### config.mk
export PLATFORM = sky130hd
export DESIGN_NAME = flow_usage_rate_meter_top
export DESIGN_NICKNAME = d
export VERILOG_FILES = /design/src/hw/rtl/frm_pkg.sv /design/src/hw/rtl/frm_mac.sv /design/src/hw/rtl/frm_div.sv /design/src/hw/rtl/flow_usage_rate_meter_top.sv
export SDC_FILE = /design/constraint.sdc
export NUM_CORES = 2
export LEC_CHECK = 0
export BUFFER_PORTS_ARGS = -buffer_cell sky130_fd_sc_hd__clkbuf_2
export CORE_ASPECT_RATIO = 1.25
export CORE_MARGIN = 4
export CORE_UTILIZATION = 30
export CTS_CLUSTER_DIAMETER = 100
export DETAILED_ROUTE_END_ITERATION = 6
export GPL_TIMING_DRIVEN = 1
export PLACE_DENSITY = 0.43
export SYNTH_ARGS = -nofsm -noshare
export SYNTH_HDL_FRONTEND = slang
export SYNTH_HIERARCHICAL = 1
export SYNTH_SLANG_ARGS = --single-unit
### constraint.sdc
create_clock -name clk -period 23.1 [get_ports clk]
set_input_delay 4.62 -clock clk [delete_from_list [all_inputs] [get_ports clk]]
set_output_delay 4.62 -clock clk [all_outputs]
set_load 0.01 [all_outputs]
### src/hw/rtl/frm_pkg.sv
// Package: shared types, widths and constants of the flow usage rate meter.
package frm_pkg;

	// Field and datapath widths
	localparam int RATE_BITS  = 48;
	localparam int FRAC_BITS  = 16;
	localparam int Q_W        = RATE_BITS + FRAC_BITS;
	localparam int TIME_W     = 63;
	localparam int BYTES_W    = 62;
	localparam int STATUS_W   = 2;
	localparam int HALF_W     = 32;
	localparam int MAC_W      = 3 * HALF_W;
	localparam int NS_W       = 30;
	localparam int PROD_W     = BYTES_W + NS_W;
	localparam int BYTE_SHIFT = 3;
	localparam int DIVIDEND_W = PROD_W + BYTE_SHIFT;
	localparam int DIV_HI_W   = DIVIDEND_W - RATE_BITS;
	localparam int DIV_CNT_W  = $clog2(RATE_BITS);
	localparam int CFG_IDX_W  = 1;
	localparam int CFG_W      = 1;

	// Arithmetic constants
	localparam logic [HALF_W-1:0] NS_PER_SEC  = HALF_W'(1000000000);
	localparam logic [HALF_W-1:0] ALPHA_Q16   = HALF_W'(19661);
	localparam logic [HALF_W-1:0] KEEP_Q16    = HALF_W'(45875);
	localparam logic [MAC_W-1:0]  ROUND_HALF  = MAC_W'(32768);

	// Configuration register indexes
	localparam logic [CFG_IDX_W-1:0] CFG_SMOOTH_ENABLE = 1'd0;
	localparam logic [CFG_IDX_W-1:0] CFG_LEAF_MODE     = 1'd1;

	// Result status codes
	localparam logic [STATUS_W-1:0] STATUS_UPDATED  = 2'd0;
	localparam logic [STATUS_W-1:0] STATUS_STALE    = 2'd1;
	localparam logic [STATUS_W-1:0] STATUS_WAITING  = 2'd2;
	localparam logic [STATUS_W-1:0] STATUS_BACKWARD = 2'd3;

	typedef struct packed {
		logic [TIME_W-1:0]    time_ns;
		logic [RATE_BITS-1:0] child_rate_bps;
		logic [BYTES_W-1:0]   cum_hipri_bytes;
		logic [BYTES_W-1:0]   cum_lopri_bytes;
		logic [BYTES_W-1:0]   cum_total_bytes;
		logic                 lopri_flag;
	} in_item_t;

	typedef struct packed {
		logic [STATUS_W-1:0]  status;
		logic [RATE_BITS-1:0] ewma_rate_bps;
		logic                 rate_valid;
		logic                 currently_lopri;
	} out_item_t;

	// Multiply-accumulate command
	typedef struct packed {
		logic              en;
		logic              clear;
		logic              round;
		logic              upper;
		logic [HALF_W-1:0] a;
		logic [HALF_W-1:0] b;
	} mac_cmd_t;

	// Divider command and status
	typedef struct packed {
		logic                  start;
		logic [DIVIDEND_W-1:0] dividend;
		logic [TIME_W-1:0]     divisor;
	} div_cmd_t;

	typedef struct packed {
		logic                 busy;
		logic                 done;
		logic [RATE_BITS-1:0] quot;
	} div_stat_t;

	typedef enum logic [3:0] {
		ST_IDLE,
		ST_EVAL,
		ST_MUL_LO,
		ST_MUL_HI,
		ST_DIV_START,
		ST_DIV_WAIT,
		ST_PICK,
		ST_EWMA_M_LO,
		ST_EWMA_M_HI,
		ST_EWMA_O_LO,
		ST_EWMA_O_HI,
		ST_EWMA_DONE,
		ST_EMIT
	} state_t;

	// Add two byte counters, saturating at the counter maximum
	function automatic logic [BYTES_W-1:0] sat_add_bytes(input logic [BYTES_W-1:0] a,
			input logic [BYTES_W-1:0] b);
		logic [BYTES_W:0] s;
		s = {1'b0, a} + {1'b0, b};
		return s[BYTES_W] ? {BYTES_W{1'b1}} : s[BYTES_W-1:0];
	endfunction

endpackage

### src/hw/rtl/frm_mac.sv
// Shared 32x32 multiply-accumulate unit with an optional upper-half shift.
module frm_mac
	import frm_pkg::*;
(
	input  logic            clk,
	input  mac_cmd_t        cmd,
	output logic [MAC_W-1:0] acc
);

	logic [MAC_W-1:0]      acc_q;
	logic [2*HALF_W-1:0]   prod;
	logic [MAC_W-1:0]      shifted;
	logic [MAC_W-1:0]      base;

	// Form the partial product and place it in the low or upper half
	always_comb begin
		prod    = cmd.a * cmd.b;
		shifted = cmd.upper ? {prod, {HALF_W{1'b0}}} : {{HALF_W{1'b0}}, prod};
		if (cmd.clear) begin
			base = cmd.round ? ROUND_HALF : '0;
		end else begin
			base = acc_q;
		end
	end

	// Accumulate
	always_ff @(posedge clk) begin
		if (cmd.en) begin
			acc_q <= base + shifted;
		end
	end

	assign acc = acc_q;

endmodule

### src/hw/rtl/frm_div.sv
// Restoring divider: one quotient bit per cycle, saturating quotient.
module frm_div
	import frm_pkg::*;
(
	input  logic      clk,
	input  logic      arst_n,
	input  div_cmd_t  cmd,
	output div_stat_t stat
);

	logic                  busy_q;
	logic                  done_q;
	logic [DIV_CNT_W-1:0]  cnt_q;
	logic [TIME_W-1:0]     rem_q;
	logic [RATE_BITS-1:0]  lo_q;
	logic [TIME_W-1:0]     start_hi;
	logic [TIME_W:0]       rem_shift;
	logic [TIME_W:0]       rem_diff;
	logic                  fits;
	logic                  overflow;

	// Step logic: shift in one dividend bit, trial subtract
	always_comb begin
		start_hi  = {{(TIME_W-DIV_HI_W){1'b0}}, cmd.dividend[DIVIDEND_W-1:RATE_BITS]};
		overflow  = start_hi >= cmd.divisor;
		rem_shift = {rem_q, lo_q[RATE_BITS-1]};
		rem_diff  = rem_shift - {1'b0, cmd.divisor};
		fits      = rem_shift >= {1'b0, cmd.divisor};
	end

	// Sequence control
	always_ff @(posedge clk or negedge arst_n) begin
		if (!arst_n) begin
			busy_q <= 1'b0;
			done_q <= 1'b0;
			cnt_q  <= '0;
		end else begin
			done_q <= 1'b0;
			if (cmd.start) begin
				busy_q <= !overflow;
				done_q <= overflow;
				cnt_q  <= '0;
			end else if (busy_q) begin
				cnt_q <= cnt_q + 1'b1;
				if (cnt_q == DIV_CNT_W'(RATE_BITS - 1)) begin
					busy_q <= 1'b0;
					done_q <= 1'b1;
				end
			end
		end
	end

	// Remainder and quotient shift register
	always_ff @(posedge clk) begin
		if (cmd.start) begin
			rem_q <= start_hi;
			lo_q  <= overflow ? {RATE_BITS{1'b1}} : cmd.dividend[RATE_BITS-1:0];
		end else if (busy_q) begin
			rem_q <= fits ? rem_diff[TIME_W-1:0] : rem_shift[TIME_W-1:0];
			lo_q  <= {lo_q[RATE_BITS-2:0], fits};
		end
	end

	assign stat.busy = busy_q;
	assign stat.done = done_q;
	assign stat.quot = lo_q;

endmodule

### src/hw/rtl/flow_usage_rate_meter_top.sv
// Top level: usage report sequencer, flow state and result register.
//
//  channel   | handshake            | payload
//  ----------+----------------------+---------------------------
//  in        | in_valid / in_stall  | in_data   (in_item_t)
//  out       | out_valid / out_stall| out_data  (out_item_t)
//  cfg       | cfg_we               | cfg_index, cfg_data
//
// Steps per report: stale, backward or waiting reports go from evaluation straight to emit;
// a copied rate adds a pick step, a blended rate adds four multiply-accumulate steps and a
// write-back; a mean rate first adds two multiply steps, divider start, quotient bits, done.
// in_stall is high from acceptance until the result is loaded into the output register;
// a result held by out_stall holds the sequencer in its last step.
// arst_n clears control and flow state; registers reset to smoothing on, aggregate mode.
module flow_usage_rate_meter_top
	import frm_pkg::*;
(
	input  logic                 clk,
	input  logic                 arst_n,
	input  logic                 in_valid,
	output logic                 in_stall,
	input  in_item_t             in_data,
	output logic                 out_valid,
	input  logic                 out_stall,
	output out_item_t            out_data,
	input  logic                 cfg_we,
	input  logic [CFG_IDX_W-1:0] cfg_index,
	input  logic [CFG_W-1:0]     cfg_data
);

	state_t state_q, state_d;

	// Configuration
	logic smooth_en_q;
	logic leaf_mode_q;

	// Flow state
	logic [TIME_W-1:0]    last_time_q;
	logic [BYTES_W-1:0]   total_q;
	logic [BYTES_W-1:0]   hipri_q;
	logic [BYTES_W-1:0]   lopri_q;
	logic                 seen_q;
	logic                 have_rate_q;
	logic [Q_W-1:0]       smoothed_q;
	logic                 lopri_state_q;

	// Working registers for one transaction
	in_item_t             item_q;
	logic [STATUS_W-1:0]  status_q;
	logic [BYTES_W-1:0]   delta_q;
	logic [TIME_W-1:0]    dt_q;
	logic [RATE_BITS-1:0] measured_q;

	// Result register
	out_item_t            out_q;
	logic                 out_valid_q;

	// Evaluation of the captured report
	logic                 stale;
	logic                 backward;
	logic [BYTES_W-1:0]   new_hi;
	logic [BYTES_W-1:0]   new_lo;
	logic [BYTES_W-1:0]   new_total;
	logic [BYTES_W-1:0]   leaf_delta;
	logic                 lopri_only;
	logic [BYTES_W-1:0]   delta;
	logic [TIME_W-1:0]    dt;
	logic                 go_on;

	// Sequencer outputs
	logic                 accept;
	logic                 emit_load;
	logic                 commit;
	logic                 take_quot;
	logic                 copy_rate;
	logic                 blend_done;
	mac_cmd_t             mac_cmd;
	div_cmd_t             div_cmd;
	logic [MAC_W-1:0]     mac_acc;
	div_stat_t            div_stat;
	logic [Q_W-1:0]       mq;

	frm_mac u_mac (
		.clk (clk),
		.cmd (mac_cmd),
		.acc (mac_acc)
	);

	frm_div u_div (
		.clk    (clk),
		.arst_n (arst_n),
		.cmd    (div_cmd),
		.stat   (div_stat)
	);

	assign mq = {measured_q, {FRAC_BITS{1'b0}}};

	// Check the report against the stored flow state
	always_comb begin
		stale      = item_q.time_ns < last_time_q;
		leaf_delta = item_q.cum_total_bytes - total_q;
		if (leaf_mode_q) begin
			backward  = item_q.cum_total_bytes < total_q;
			new_hi    = item_q.lopri_flag ? hipri_q : sat_add_bytes(hipri_q, leaf_delta);
			new_lo    = item_q.lopri_flag ? sat_add_bytes(lopri_q, leaf_delta) : lopri_q;
			new_total = item_q.cum_total_bytes;
		end else begin
			backward  = (item_q.cum_hipri_bytes < hipri_q) ||
			            (item_q.cum_lopri_bytes < lopri_q);
			new_hi    = item_q.cum_hipri_bytes;
			new_lo    = item_q.cum_lopri_bytes;
			new_total = sat_add_bytes(item_q.cum_hipri_bytes, item_q.cum_lopri_bytes);
		end
		lopri_only = (new_hi == hipri_q) && (new_lo > lopri_q);
		delta      = (new_total >= total_q) ? (new_total - total_q) : '0;
		dt         = item_q.time_ns - last_time_q;
		go_on      = !stale && !backward;
	end

	// Next state
	always_comb begin
		state_d = state_q;
		unique case (state_q)
			ST_IDLE: begin
				if (in_valid) begin
					state_d = ST_EVAL;
				end
			end
			ST_EVAL: begin
				priority if (!go_on) begin
					state_d = ST_EMIT;
				end else if (!seen_q) begin
					state_d = (item_q.child_rate_bps == '0) ? ST_EMIT : ST_PICK;
				end else if (dt != '0) begin
					state_d = ST_MUL_LO;
				end else begin
					state_d = ST_PICK;
				end
			end
			ST_MUL_LO:    state_d = ST_MUL_HI;
			ST_MUL_HI:    state_d = ST_DIV_START;
			ST_DIV_START: state_d = ST_DIV_WAIT;
			ST_DIV_WAIT: begin
				if (div_stat.done) begin
					state_d = ST_PICK;
				end
			end
			ST_PICK: begin
				state_d = (!have_rate_q || !smooth_en_q) ? ST_EMIT : ST_EWMA_M_LO;
			end
			ST_EWMA_M_LO: state_d = ST_EWMA_M_HI;
			ST_EWMA_M_HI: state_d = ST_EWMA_O_LO;
			ST_EWMA_O_LO: state_d = ST_EWMA_O_HI;
			ST_EWMA_O_HI: state_d = ST_EWMA_DONE;
			ST_EWMA_DONE: state_d = ST_EMIT;
			ST_EMIT: begin
				if (!out_valid_q || !out_stall) begin
					state_d = ST_IDLE;
				end
			end
			default: state_d = ST_IDLE;
		endcase
	end

	// Sequencer outputs
	always_comb begin
		in_stall         = 1'b1;
		accept           = 1'b0;
		emit_load        = 1'b0;
		commit           = 1'b0;
		take_quot        = 1'b0;
		copy_rate        = 1'b0;
		blend_done       = 1'b0;
		mac_cmd          = '0;
		div_cmd.start    = 1'b0;
		div_cmd.dividend = {mac_acc[PROD_W-1:0], {BYTE_SHIFT{1'b0}}};
		div_cmd.divisor  = dt_q;
		unique case (state_q)
			ST_IDLE: begin
				in_stall = 1'b0;
				accept   = in_valid;
			end
			ST_EVAL: begin
				commit = go_on;
			end
			ST_MUL_LO: begin
				mac_cmd.en    = 1'b1;
				mac_cmd.clear = 1'b1;
				mac_cmd.a     = delta_q[HALF_W-1:0];
				mac_cmd.b     = NS_PER_SEC;
			end
			ST_MUL_HI: begin
				mac_cmd.en    = 1'b1;
				mac_cmd.upper = 1'b1;
				mac_cmd.a     = {{(2*HALF_W-BYTES_W){1'b0}}, delta_q[BYTES_W-1:HALF_W]};
				mac_cmd.b     = NS_PER_SEC;
			end
			ST_DIV_START: begin
				div_cmd.start = 1'b1;
			end
			ST_DIV_WAIT: begin
				take_quot = div_stat.done;
			end
			ST_PICK: begin
				copy_rate = !have_rate_q || !smooth_en_q;
			end
			ST_EWMA_M_LO: begin
				mac_cmd.en    = 1'b1;
				mac_cmd.clear = 1'b1;
				mac_cmd.round = 1'b1;
				mac_cmd.a     = mq[HALF_W-1:0];
				mac_cmd.b     = ALPHA_Q16;
			end
			ST_EWMA_M_HI: begin
				mac_cmd.en    = 1'b1;
				mac_cmd.upper = 1'b1;
				mac_cmd.a     = mq[Q_W-1:HALF_W];
				mac_cmd.b     = ALPHA_Q16;
			end
			ST_EWMA_O_LO: begin
				mac_cmd.en = 1'b1;
				mac_cmd.a  = smoothed_q[HALF_W-1:0];
				mac_cmd.b  = KEEP_Q16;
			end
			ST_EWMA_O_HI: begin
				mac_cmd.en    = 1'b1;
				mac_cmd.upper = 1'b1;
				mac_cmd.a     = smoothed_q[Q_W-1:HALF_W];
				mac_cmd.b     = KEEP_Q16;
			end
			ST_EWMA_DONE: begin
				blend_done = 1'b1;
			end
			ST_EMIT: begin
				emit_load = !out_valid_q || !out_stall;
			end
			default: begin
				in_stall = 1'b1;
			end
		endcase
	end

	// State register and configuration
	always_ff @(posedge clk or negedge arst_n) begin
		if (!arst_n) begin
			state_q     <= ST_IDLE;
			smooth_en_q <= 1'b1;
			leaf_mode_q <= 1'b0;
		end else begin
			state_q <= state_d;
			if (cfg_we) begin
				unique case (cfg_index)
					CFG_SMOOTH_ENABLE: smooth_en_q <= cfg_data[0];
					CFG_LEAF_MODE:     leaf_mode_q <= cfg_data[0];
					default:           leaf_mode_q <= leaf_mode_q;
				endcase
			end
		end
	end

	// Flow state: counters and timestamp advance once a report passes its checks; the smoothed rate on copy or blend
	always_ff @(posedge clk or negedge arst_n) begin
		if (!arst_n) begin
			last_time_q   <= '0;
			total_q       <= '0;
			hipri_q       <= '0;
			lopri_q       <= '0;
			seen_q        <= 1'b0;
			have_rate_q   <= 1'b0;
			smoothed_q    <= '0;
			lopri_state_q <= 1'b0;
		end else begin
			if (commit) begin
				last_time_q   <= item_q.time_ns;
				total_q       <= new_total;
				hipri_q       <= new_hi;
				lopri_q       <= new_lo;
				seen_q        <= 1'b1;
				lopri_state_q <= lopri_only;
			end
			if (copy_rate) begin
				smoothed_q  <= mq;
				have_rate_q <= 1'b1;
			end else if (blend_done) begin
				smoothed_q <= mac_acc[Q_W+FRAC_BITS-1:FRAC_BITS];
			end
		end
	end

	// Transaction working registers
	always_ff @(posedge clk) begin
		if (accept) begin
			item_q <= in_data;
		end
		if (state_q == ST_EVAL) begin
			delta_q    <= delta;
			dt_q       <= dt;
			measured_q <= item_q.child_rate_bps;
			priority if (stale) begin
				status_q <= STATUS_STALE;
			end else if (backward) begin
				status_q <= STATUS_BACKWARD;
			end else if (!seen_q && (item_q.child_rate_bps == '0)) begin
				status_q <= STATUS_WAITING;
			end else begin
				status_q <= STATUS_UPDATED;
			end
		end
		if (take_quot && (div_stat.quot > measured_q)) begin
			measured_q <= div_stat.quot;
		end
	end

	// Result register: hold until taken
	always_ff @(posedge clk or negedge arst_n) begin
		if (!arst_n) begin
			out_valid_q <= 1'b0;
		end else if (emit_load) begin
			out_valid_q <= 1'b1;
		end else if (!out_stall) begin
			out_valid_q <= 1'b0;
		end
	end

	always_ff @(posedge clk) begin
		if (emit_load) begin
			out_q.status          <= status_q;
			out_q.ewma_rate_bps   <= smoothed_q[Q_W-1:FRAC_BITS];
			out_q.rate_valid      <= have_rate_q;
			out_q.currently_lopri <= lopri_state_q;
		end
	end

	assign out_valid = out_valid_q;
	assign out_data  = out_q;

endmodule
==> impl_metrics.csv <==
group,metric,value,unit
floorplan,fp-row-count,254,
timing,period_needed,14310,ps
placed_design,dpl.hpwl,381800,um
min_path,holdPathEnd,"out_data[50]$_DFFE_PP_",
timing,rsz0062_at_grt,"no",
synthesis,synth.avg_cell_area,9.064,um2
layout,multi_input_area,77700,um2
min_path,hold_depth,0,
cts,clk_path_buf_depth,4,
critical_path,r2r_slack,8790,ps
critical_path,r2r_start,"state_q[1]$_DFFE_PN0P_",
global_route,grt_antenna_before_repair,41,
floorplan,die_width,562.5,um
critical_path,cpMostUsedCell,"fa_1",
layout,area_growth,10.20,%
critical_path,worstSetupStartpointType,"register",
timing,clock.fmax,69.90,MHz
global_route,grt_max_degree,163,
critical_path,timing.rr.end,"u_mac/acc[90]$_DFFE_PP_",
critical_path,required,23770,ps
detailed_routing,drtIter0Drc,7203,
critical_path,ff2ff_path_depth,42,
cts,cts-buffers-inserted,140,
run_status,violations,"DRC",
placed_design,portBuffers,358,
cts,clkTransAtPathRegs,70,ps
global_route,grt_use_total,23.51,%
critical_path,worstSetupEndpointType,"register",
detailed_routing,drc,7,
timing,finalSetupViolCount,0,
timing,finalCritPeriodShare,61.93,%
floorplan,die_h,701.1,um
global_route,grt_first_pass_wirelength,685700,um
min_path,hp-class,"register to register",
timing,hold_viol,0,
floorplan,core-area,383000,um2
critical_path,cp_slowest_cell,"and3_2",
cts,cts-htree-levels,4,
timing,setup-tns-final,0,ps
layout,fill_cells,39972,
detailed_routing,avgViaCountPerCell,5.295,
floorplan,io_pins,359,
floorplan,die_area,394400,um2
detailed_routing,num_vias,95252,
run_status,status,"finished with violations",
detailed_routing,ant_nets,0,
detailed_routing,drt_first_pass_iters,7,
synthesis,syn_area,115300,um2
timing,maxSlewViolCount,0,
global_route,grt_pass1_vias,97757,
global_route,overflow,0,
cts,clock_sinks,1059,
critical_path,crit_start,"state_q[1]$_DFFE_PN0P_",
timing,tightest_slew,1431,ps
layout,seqCellArea,29990,um2
detailed_routing,totalWireLength,474700,um
synthesis,syn_inst,12721,
run,max-cap-violations,0,
placed_design,routabilityCongestion,0.9701,
cts,cts_root_buffer,"clkbuf_16",
timing,fin_skew,136.3,ps
cts,cts_hold_buffers,0,
layout,layout-drive-gt1-share,7.287,%
critical_path,path_class,"register to register",
critical_path,cp_max_fo,109,
cts,post_cts_resized,0,
floorplan,start_util,30.11,%
cts,clock_insertion_delay_worst_skew,900,ps
min_path,min_from,"status_q[0]$_SDFFCE_PN1P_",
detailed_routing,drt-wirelength-per-cell,26.39,um
timing,relSlewSlack,3.075,%
cts,cts_tree,"built",
critical_path,worstPathArrival,14980,ps
cts,cts_setup_buffers,0,
layout,fin_nets,15026,
synthesis,yosys_warnings,6,
critical_path,max_stage_delay,860,ps
[layout by cell type, fill, tap and decap left out, types with 142 or more instances in the layout]
master	count
inv_1	1423
nand2_1	1338
ha_1	1073
fa_1	904
a21oi_1	846
edfxtp_1	712
and2_1	670
o21ai_0	640
nor2_1	535
a21o_1	407
clkbuf_2	357
xnor2_1	341
dfrtp_1	329
nand4_1	242
xor2_1	235
nor2b_1	189
nand3_1	172
clkbuf_16	142
[worst max-delay path: cells and delay by family (launching register included)]
kind            cells  cell delay, ps
buf+inv             5            1860
xor+xnor            1             160
compound gates     15            3270
fa+ha+maj          10            4990
flops               1             660
simple gates       11            2970
[worst max-delay path by stage]
stage                                    to  slack, ps  depth (start not counted)
finish              u_mac/acc[90]$_DFFE_PP_       8790                         42
global route        u_mac/acc[90]$_DFFE_PP_       8120                         40
CTS                 u_mac/acc[90]$_DFFE_PP_       8930                         41
detailed placement  u_mac/acc[91]$_DFFE_PP_       9020                         43
global placement    u_mac/acc[91]$_DFFE_PP_       9070                         43
floorplan               item_q[0]$_DFFE_PP_      10980                          1
[state kept, by name, summed over array words and instances, names as in the netlist, 4 cells and up]
signal / count
total_q: 62
measured_q: 48
u_div/lo_q: 48
item_q: 298
smoothed_q: 64
state_q: 4
delta_q: 62
out_data: 52
last_time_q: 63
u_mac/acc: 92
dt_q: 63
lopri_q: 62
u_div/rem_q: 63
u_div/cnt_q: 6
hipri_q: 62
[area by class of cell]
cell class / instances / share of cell area, %
multi-input combinational: 9612 / 61.16
sequential: 1059 / 23.60
tap: 5120 / 5.042
inverter: 1433 / 4.249
clock buffer: 169 / 2.900
timing repair buffer: 498 / 2.314
clock inverter: 73 / 0.6893
antenna: 24 / 0.04727
[per-layer routing]
layer / track usage (%) / wire [um] / vias to the layer above / share of wire [%]
met5: 0 / 20 / - / 0.0042
met4: 9.904 / 23870 / 4 / 5.0
met3: 2.332 / 20810 / 621 / 4.4
met2: 40.05 / 227300 / 2540 / 48
met1: 30.35 / 202700 / 47811 / 43
li1: - / - / 44276 / -
[metrics by stage]
stage	setup slack (ps)	area [um2]	cells	hold WS (ps)	util, %
after floorplan	10980	115400	12758	400.3	-
after global placement	9066	122400	17722	416.7	31.97
after detailed placement	9022	122400	17722	431.0	31.97
after CTS	8926	127000	17964	427.2	33.16
after global routing	8116	127000	17967	430.9	33.17
final	8794	127100	17988	421.9	33.18
Power is left out: the tool's default activity adds up to more than one toggle a clock period on the data nets, which glitch-free logic cannot reach.
